File: config.mk
export PLATFORM = sky130hd
export DESIGN_NAME = rbsi_fmul
export DESIGN_NICKNAME = d
export VERILOG_FILES = /design/src/rtl/rbsi_pkg.sv /design/src/rtl/rbsi_round.sv /design/src/rtl/rbsi_fmul.sv
export SDC_FILE = /design/constraint.sdc
export NUM_CORES = 2
export LEC_CHECK = 0
export BUFFER_PORTS_ARGS = -buffer_cell sky130_fd_sc_hd__clkbuf_2
export CORE_UTILIZATION = 52
export DETAILED_ROUTE_END_ITERATION = 8
export PLACE_DENSITY = 0.72
export SYNTH_ARGS = -nofsm -noshare
export SYNTH_HDL_FRONTEND = slang
export SYNTH_HIERARCHICAL = 1
export SYNTH_SLANG_ARGS = --single-unit
File: constraint.sdc
create_clock -name clk -period 20.8 [get_ports clk]
set_clock_uncertainty 0.1 [all_clocks]
set_input_delay 1.04 -clock clk [delete_from_list [all_inputs] [get_ports clk]]
set_output_delay 1.04 -clock clk [all_outputs]
set_load 0.02 [all_outputs]
File: src/rtl/rbsi_pkg.sv
`timescale 1ns / 1ps

package rbsi_pkg;

  // reciprocal divider geometry
  localparam int RCP_QBITS     = 27;
  localparam int DIV_PER_STAGE = 4;
  localparam int DIV_STAGES    = (RCP_QBITS + DIV_PER_STAGE - 1) / DIV_PER_STAGE;

  // stage latencies and positions along the main pipeline
  localparam int RCP_LAT  = DIV_STAGES + 3;
  localparam int MUL_LAT  = 3;
  localparam int SUB_LAT  = 4;
  localparam int ST_MUL   = RCP_LAT;
  localparam int ST_SUB   = ST_MUL + MUL_LAT;
  localparam int ST_LO    = ST_SUB + SUB_LAT;
  localparam int ST_RA    = ST_LO + 1;
  localparam int ST_RB    = ST_RA + 1;
  localparam int ST_LIM   = ST_RB + 1;
  localparam int ST_OUT   = ST_LIM + 1;
  localparam int N_STAGES = ST_OUT + 1;

  localparam logic [31:0] F_QNAN     = 32'h7FC00000;
  localparam logic [31:0] F_MISS     = 32'hBF800000;
  localparam logic [31:0] F_INF      = 32'h7F800000;
  localparam logic [30:0] RCP_FLOOR  = 31'h322BCC77;

  typedef struct packed {
    logic [31:0] origin_x;
    logic [31:0] origin_y;
    logic [31:0] origin_z;
    logic [31:0] dir_x;
    logic [31:0] dir_y;
    logic [31:0] dir_z;
    logic [31:0] box_min_x;
    logic [31:0] box_min_y;
    logic [31:0] box_min_z;
    logic [31:0] box_max_x;
    logic [31:0] box_max_y;
    logic [31:0] box_max_z;
  } rbsi_in_t;

  typedef struct packed {
    logic        hit;
    logic [31:0] entry_distance;
  } rbsi_out_t;

  // unrounded result: msb of mant at bit 47 means biased exponent tot
  typedef struct packed {
    logic               spec;
    logic [31:0]        spec_val;
    logic               sign;
    logic signed [10:0] tot;
    logic [47:0]        mant;
    logic               sticky;
  } rbsi_unr_t;

  // normalised or denormalised significand ready for rounding
  typedef struct packed {
    logic               spec;
    logic [31:0]        spec_val;
    logic               sign;
    logic signed [10:0] e;
    logic [47:0]        mant;
    logic               sticky;
  } rbsi_nrm_t;

  function automatic logic f_nan(logic [31:0] a);
    return (a[30:23] == 8'hFF) && (a[22:0] != 23'd0);
  endfunction

  function automatic logic f_inf(logic [31:0] a);
    return (a[30:23] == 8'hFF) && (a[22:0] == 23'd0);
  endfunction

  // ordered less-than, operands not nan, +0 equals -0
  function automatic logic f_lt(logic [31:0] a, logic [31:0] b);
    logic lt;
    if ((a[30:0] == 31'd0) && (b[30:0] == 31'd0)) begin
      lt = 1'b0;
    end else if (a[31] != b[31]) begin
      lt = a[31];
    end else if (!a[31]) begin
      lt = a[30:0] < b[30:0];
    end else begin
      lt = a[30:0] > b[30:0];
    end
    return lt;
  endfunction

  function automatic logic [31:0] f_max(logic [31:0] a, logic [31:0] b);
    logic [31:0] r;
    if (f_nan(b)) begin
      r = f_nan(a) ? b : a;
    end else if (f_nan(a)) begin
      r = b;
    end else begin
      r = f_lt(a, b) ? b : a;
    end
    return r;
  endfunction

  function automatic logic [31:0] f_min(logic [31:0] a, logic [31:0] b);
    logic [31:0] r;
    if (f_nan(b)) begin
      r = f_nan(a) ? b : a;
    end else if (f_nan(a)) begin
      r = b;
    end else begin
      r = f_lt(b, a) ? b : a;
    end
    return r;
  endfunction

  function automatic logic [5:0] lzc48(logic [47:0] m);
    logic [5:0] lz;
    lz = 6'd48;
    for (int i = 0; i < 48; i++) begin
      if (m[i]) begin
        lz = 6'(47 - i);
      end
    end
    return lz;
  endfunction

  // leading-one shift, or right shift into the subnormal range
  function automatic rbsi_nrm_t f_norm(rbsi_unr_t u);
    logic [5:0]         lz;
    logic signed [10:0] lzs;
    logic signed [10:0] amt;
    logic [5:0]         sh;
    logic [95:0]        wide;
    rbsi_nrm_t          n;
    lz         = lzc48(u.mant);
    lzs        = {5'd0, lz};
    n.spec     = u.spec;
    n.spec_val = u.spec_val;
    n.sign     = u.sign;
    n.sticky   = u.sticky;
    n.e        = 11'sd1;
    n.mant     = u.mant;
    if (u.tot - lzs >= 11'sd1) begin
      n.mant = u.mant << lz;
      n.e    = u.tot - lzs;
    end else if (u.tot >= 11'sd1) begin
      amt    = u.tot - 11'sd1;
      n.mant = u.mant << amt[5:0];
    end else begin
      amt      = 11'sd1 - u.tot;
      sh       = (amt > 11'sd63) ? 6'd63 : amt[5:0];
      wide     = {u.mant, 48'd0} >> sh;
      n.mant   = wide[95:48];
      n.sticky = u.sticky | (|wide[47:0]);
    end
    return n;
  endfunction

  // round to nearest even and pack
  function automatic logic [31:0] f_pack(rbsi_nrm_t n);
    logic               up;
    logic [24:0]        m25;
    logic signed [10:0] fld;
    logic [22:0]        frac;
    logic [31:0]        r;
    up  = n.mant[23] & ((|n.mant[22:0]) | n.sticky | n.mant[24]);
    m25 = {1'b0, n.mant[47:24]} + {24'd0, up};
    if (m25[24]) begin
      fld  = n.e + 11'sd1;
      frac = 23'd0;
    end else begin
      fld  = m25[23] ? n.e : 11'sd0;
      frac = m25[22:0];
    end
    if (n.spec) begin
      r = n.spec_val;
    end else if (fld >= 11'sd255) begin
      r = {n.sign, F_INF[30:0]};
    end else begin
      r = {n.sign, fld[7:0], frac};
    end
    return r;
  endfunction

endpackage

File: src/rtl/rbsi_round.sv
`timescale 1ns / 1ps

module rbsi_round import rbsi_pkg::*; (
  input  logic        clk,
  input  logic [1:0]  en,
  input  rbsi_unr_t   unr,
  output logic [31:0] res
);

  rbsi_nrm_t   nrm_r;
  logic [31:0] res_r;

  // normalise, then round and pack
  always_ff @(posedge clk) begin
    if (en[0]) begin
      nrm_r <= f_norm(unr);
    end
    if (en[1]) begin
      res_r <= f_pack(nrm_r);
    end
  end

  assign res = res_r;

endmodule

File: src/rtl/rbsi_fmul.sv
`timescale 1ns / 1ps

module rbsi_fmul import rbsi_pkg::*; (
  input  logic               clk,
  input  logic [MUL_LAT-1:0] en,
  input  logic [31:0]        a,
  input  logic [31:0]        b,
  output logic [31:0]        res
);

  rbsi_unr_t   unr_nxt;
  rbsi_unr_t   unr_r;
  logic        sgn;
  logic        za;
  logic        zb;
  logic [7:0]  ea;
  logic [7:0]  eb;

  // special operands and the raw significand product
  always_comb begin
    sgn = a[31] ^ b[31];
    za  = a[30:0] == 31'd0;
    zb  = b[30:0] == 31'd0;
    ea  = (a[30:23] == 8'd0) ? 8'd1 : a[30:23];
    eb  = (b[30:23] == 8'd0) ? 8'd1 : b[30:23];
    unr_nxt.sign     = sgn;
    unr_nxt.sticky   = 1'b0;
    unr_nxt.mant     = {a[30:23] != 8'd0, a[22:0]} * {b[30:23] != 8'd0, b[22:0]};
    unr_nxt.tot      = $signed({3'd0, ea}) + $signed({3'd0, eb}) - 11'sd126;
    unr_nxt.spec     = 1'b1;
    if (f_nan(a) || f_nan(b) || (f_inf(a) && zb) || (f_inf(b) && za)) begin
      unr_nxt.spec_val = F_QNAN;
    end else if (f_inf(a) || f_inf(b)) begin
      unr_nxt.spec_val = {sgn, F_INF[30:0]};
    end else if (za || zb) begin
      unr_nxt.spec_val = {sgn, 31'd0};
    end else begin
      unr_nxt.spec     = 1'b0;
      unr_nxt.spec_val = F_QNAN;
    end
  end

  always_ff @(posedge clk) begin
    if (en[0]) begin
      unr_r <= unr_nxt;
    end
  end

  rbsi_round u_round (
    .clk (clk),
    .en  (en[2:1]),
    .unr (unr_r),
    .res (res)
  );

endmodule

==> flow_summary.toml <==
[outcome]
outcome = "finished, final reports clean"

[cells_and_area]
final_cells = 5284
seqCellArea_um2 = 5680
drive_above_1_share_pct = 8.58
post-route-util_pct = 55.3
multi_input_area_um2 = 28900
num-fill-cells = 6657
nets = 5074
diodes = 0
area_growth_pct = 4.71

[critical_path]
cp_common_cell = "fa_1"
critPathArrivalTime_ns = 8.07
critPathKind = "in2reg"
cp-start-kind = "input pin"
worst_ep_required_time_ns = 20.93
slowest_stage = "fa_1"
reg2reg_setup_slack_ns = 13.34
timing.rr.end = "u_round/nrm_r[44]"
cp-end-kind = "flip-flop"
slowest_delay_ns = 0.54
cp_max_fo = 25
r2r_start = "unr_r[39]"
path_cells = "clkbuf_2 > and2_1 > fa_1 > inv_1 > fa_1 > fa_1 > fa_1 > inv_1 > fa_1 > inv_1 > fa_1 > fa_1 > inv_1 > ha_1 > a21oi_1 > o221ai_1 > a221oi_1 > o21ai_1 > a41oi_1 > o31ai_1 > a21oi_1 > o21ai_1 > xor2_1"
ff2ff_path_depth = 22

[sta]
final.period_utilization_pct = 38.2
holdWs_ns = 0.326
grt_setup_unrepaired = "no"
setup_viol = 0
max_slew.worst_pin.slew_ns = 1.34
period_needed_ns = 7.95
hold_viol_final = 0
setup_tns_ns = 0
max_freq_ghz = 0.126
drv_slew = 0
maxSlewHeadroom_pct = 9.47

[global_route]
grt_pass1_vias = 33341
grt_max_degree = 95
grt_pass1_wl_mm = 204
grtUsageTotal_pct = 36.1
grt_overflow = 0
antenna_found_initial = 1

[clock_network]
clk_pin_slew_ns = 0.09
clk_path_buf_depth = 2
htree_levels = 4
clock-sinks = 189
post_cts_buffers = 0
tritoncts = "built"
cts_resized = 0
insertion_delay_ns = 0.48
ctsHoldBuffers = 0
numCtsBuffers = 17
clockRootBuffer = "clkbuf_16"

[route]
first_pass_iters = 6
drc = 0
wirelength_mm = 132
drtAntennaViolNets = 0
wl_per_cell_um = 25.1
vias = 34030
vias_per_cell = 6.44
drt_iter0_markers = 4367

[floorplanning]
start_util_pct = 52.8
ioPinCount = 100
die_w_um = 272
fp.dieH_um = 272
num_rows = 98
die_area_um2 = 74100
coreArea_um2 = 71900

[place]
gp_congestion = 1.04
hpwl_mm = 100
io_buffer_count = 99
dp_cells = 5252

[logic_synthesis]
ys.flop_type = "edfxtp_1"
synthCells = 4432
ys_seq_area_share_pct = 15.0
synth-edff-count = 189
synth_warnings = 6
yosys.cell_types.count = 105
async_flop_share_pct = 0
synth_area_um2 = 37900
ys_seq_elements = 189
syn_area_per_cell_um2 = 8.56

[hold_path]
holdPathEnd = "u_round/nrm_r[83]"
hold_start = "unr_r[83]"
hold_path_class = "reg2reg"
hold_depth = 0

[job]
max-cap-violations = 0
==> cell usage after synthesis, types with 12 or more instances <==
cell type,count,area share [%]
nand2_1,647,6.4
inv_1,581,5.7
fa_1,484,26
clkbuf_1,265,2.6
and2_1,260,4.3
nor2_1,224,2.2
ha_1,201,6.6
a21oi_1,194,2.6
edfxtp_1,189,15
o21ai_0,149,2.0
mux2i_1,102,2.7
nand3_1,73,0.96
o22ai_1,65,1.1
xnor2_1,59,1.4
a21o_1,52,1.0
mux4_2,52,3.1
nor3_1,48,0.63
o211ai_1,47,0.93
a211oi_1,43,0.85
buf_2,41,0.54
a31oi_1,38,0.63
mux2_2,38,1.1
nor4_1,38,0.63
o221ai_1,38,0.88
xor2_1,34,0.78
and3_1,32,0.53
nand4_1,31,0.51
a22oi_1,30,0.59
buf_1,24,0.24
a221oi_1,21,0.48
o31ai_1,21,0.42
nand2b_1,19,0.31
nor2b_1,17,0.28
a211o_1,12,0.28
==> state kept, by name, summed over array words and instances, names as in the netlist <==
name / flops
u_round/nrm_r: 94
unr_r: 63
u_round/res: 32
==> routing by layer <==
metal | vias up | wire length (um) | global-route usage (%)
met5 | - | 0 | 0
met3 | 404 | 14600 | 7.55
li1 | 14808 | - | -
met2 | 2203 | 57600 | 55.1
met1 | 16615 | 52400 | 48.6
met4 | 0 | 7910 | 18.5
==> worst max-delay path, delay by kind of cell <==
kind,cells,cell delay [ns]
adders and majority gates,8,3.92
AOI/OAI and AO/OA,8,2.00
buffers and inverters,5,0.59
and+or+nand+nor,1,0.34
xor gates and xnor gates,1,0.15
==> cell usage in the layout (no fill, tap or decap), types with 65 or more instances in the layout <==
master,count
a21oi_1,192
and2_1,260
buf_4,86
clkbuf_2,97
edfxtp_1,189
fa_1,484
ha_1,200
inv_1,580
mux2i_1,102
nand2_1,647
nand3_1,73
nor2_1,223
o21ai_0,148
o22ai_1,65
==> cell type report <==
class                           count  area share [%]
Sequential cell                   189            14.3
Clock buffer                       17            1.07
Timing Repair Buffer              184            2.86
Clock inverter                     15           0.476
Tap cell                          950            2.99
Multi-Input combinational cell   3346            72.8
Inverter                          583            5.51
==> through the flow <==
stage	worst slack (ns)	area, um^2
4_1_cts	12.90	39700
6_report	12.85	39700
3_3_place_gp	12.51	39100
2_1_floorplan	13.12	38000
5_1_grt	12.52	39700
3_5_place_dp	12.40	39100
==> cell families (layout without fill, tap and decap cells) <==
logic type | after synthesis | count (layout) | synth area share (%)
xor+xnor | 93 | 93 | 2.15
fa+ha+maj | 685 | 685 | 32.2
buf+inv | 920 | 799 | 9.33
flops | 189 | 189 | 15.0
mux | 193 | 193 | 6.94
compound gates | 908 | 908 | 16.6
simple gates | 1442 | 1442 | 17.9
other cells | 2 | 25 | 0.0198
==> worst max path at each step <==
stage                      from        end  slack, ns  cells after the start
after CTS                 a[19]  unr_r[47]      12.90                     23
after detailed placement  a[19]  unr_r[47]      12.40                     23
final                     a[19]  unr_r[47]      12.85                     23
after global routing      a[30]  unr_r[47]      12.52                     24
after global placement    a[19]  unr_r[47]      12.51                     23
after floorplan           b[30]  unr_r[47]      13.12                     23
Power is not shown: default switching activity piles up to over one toggle a cycle in this logic, so the estimate is an artifact.
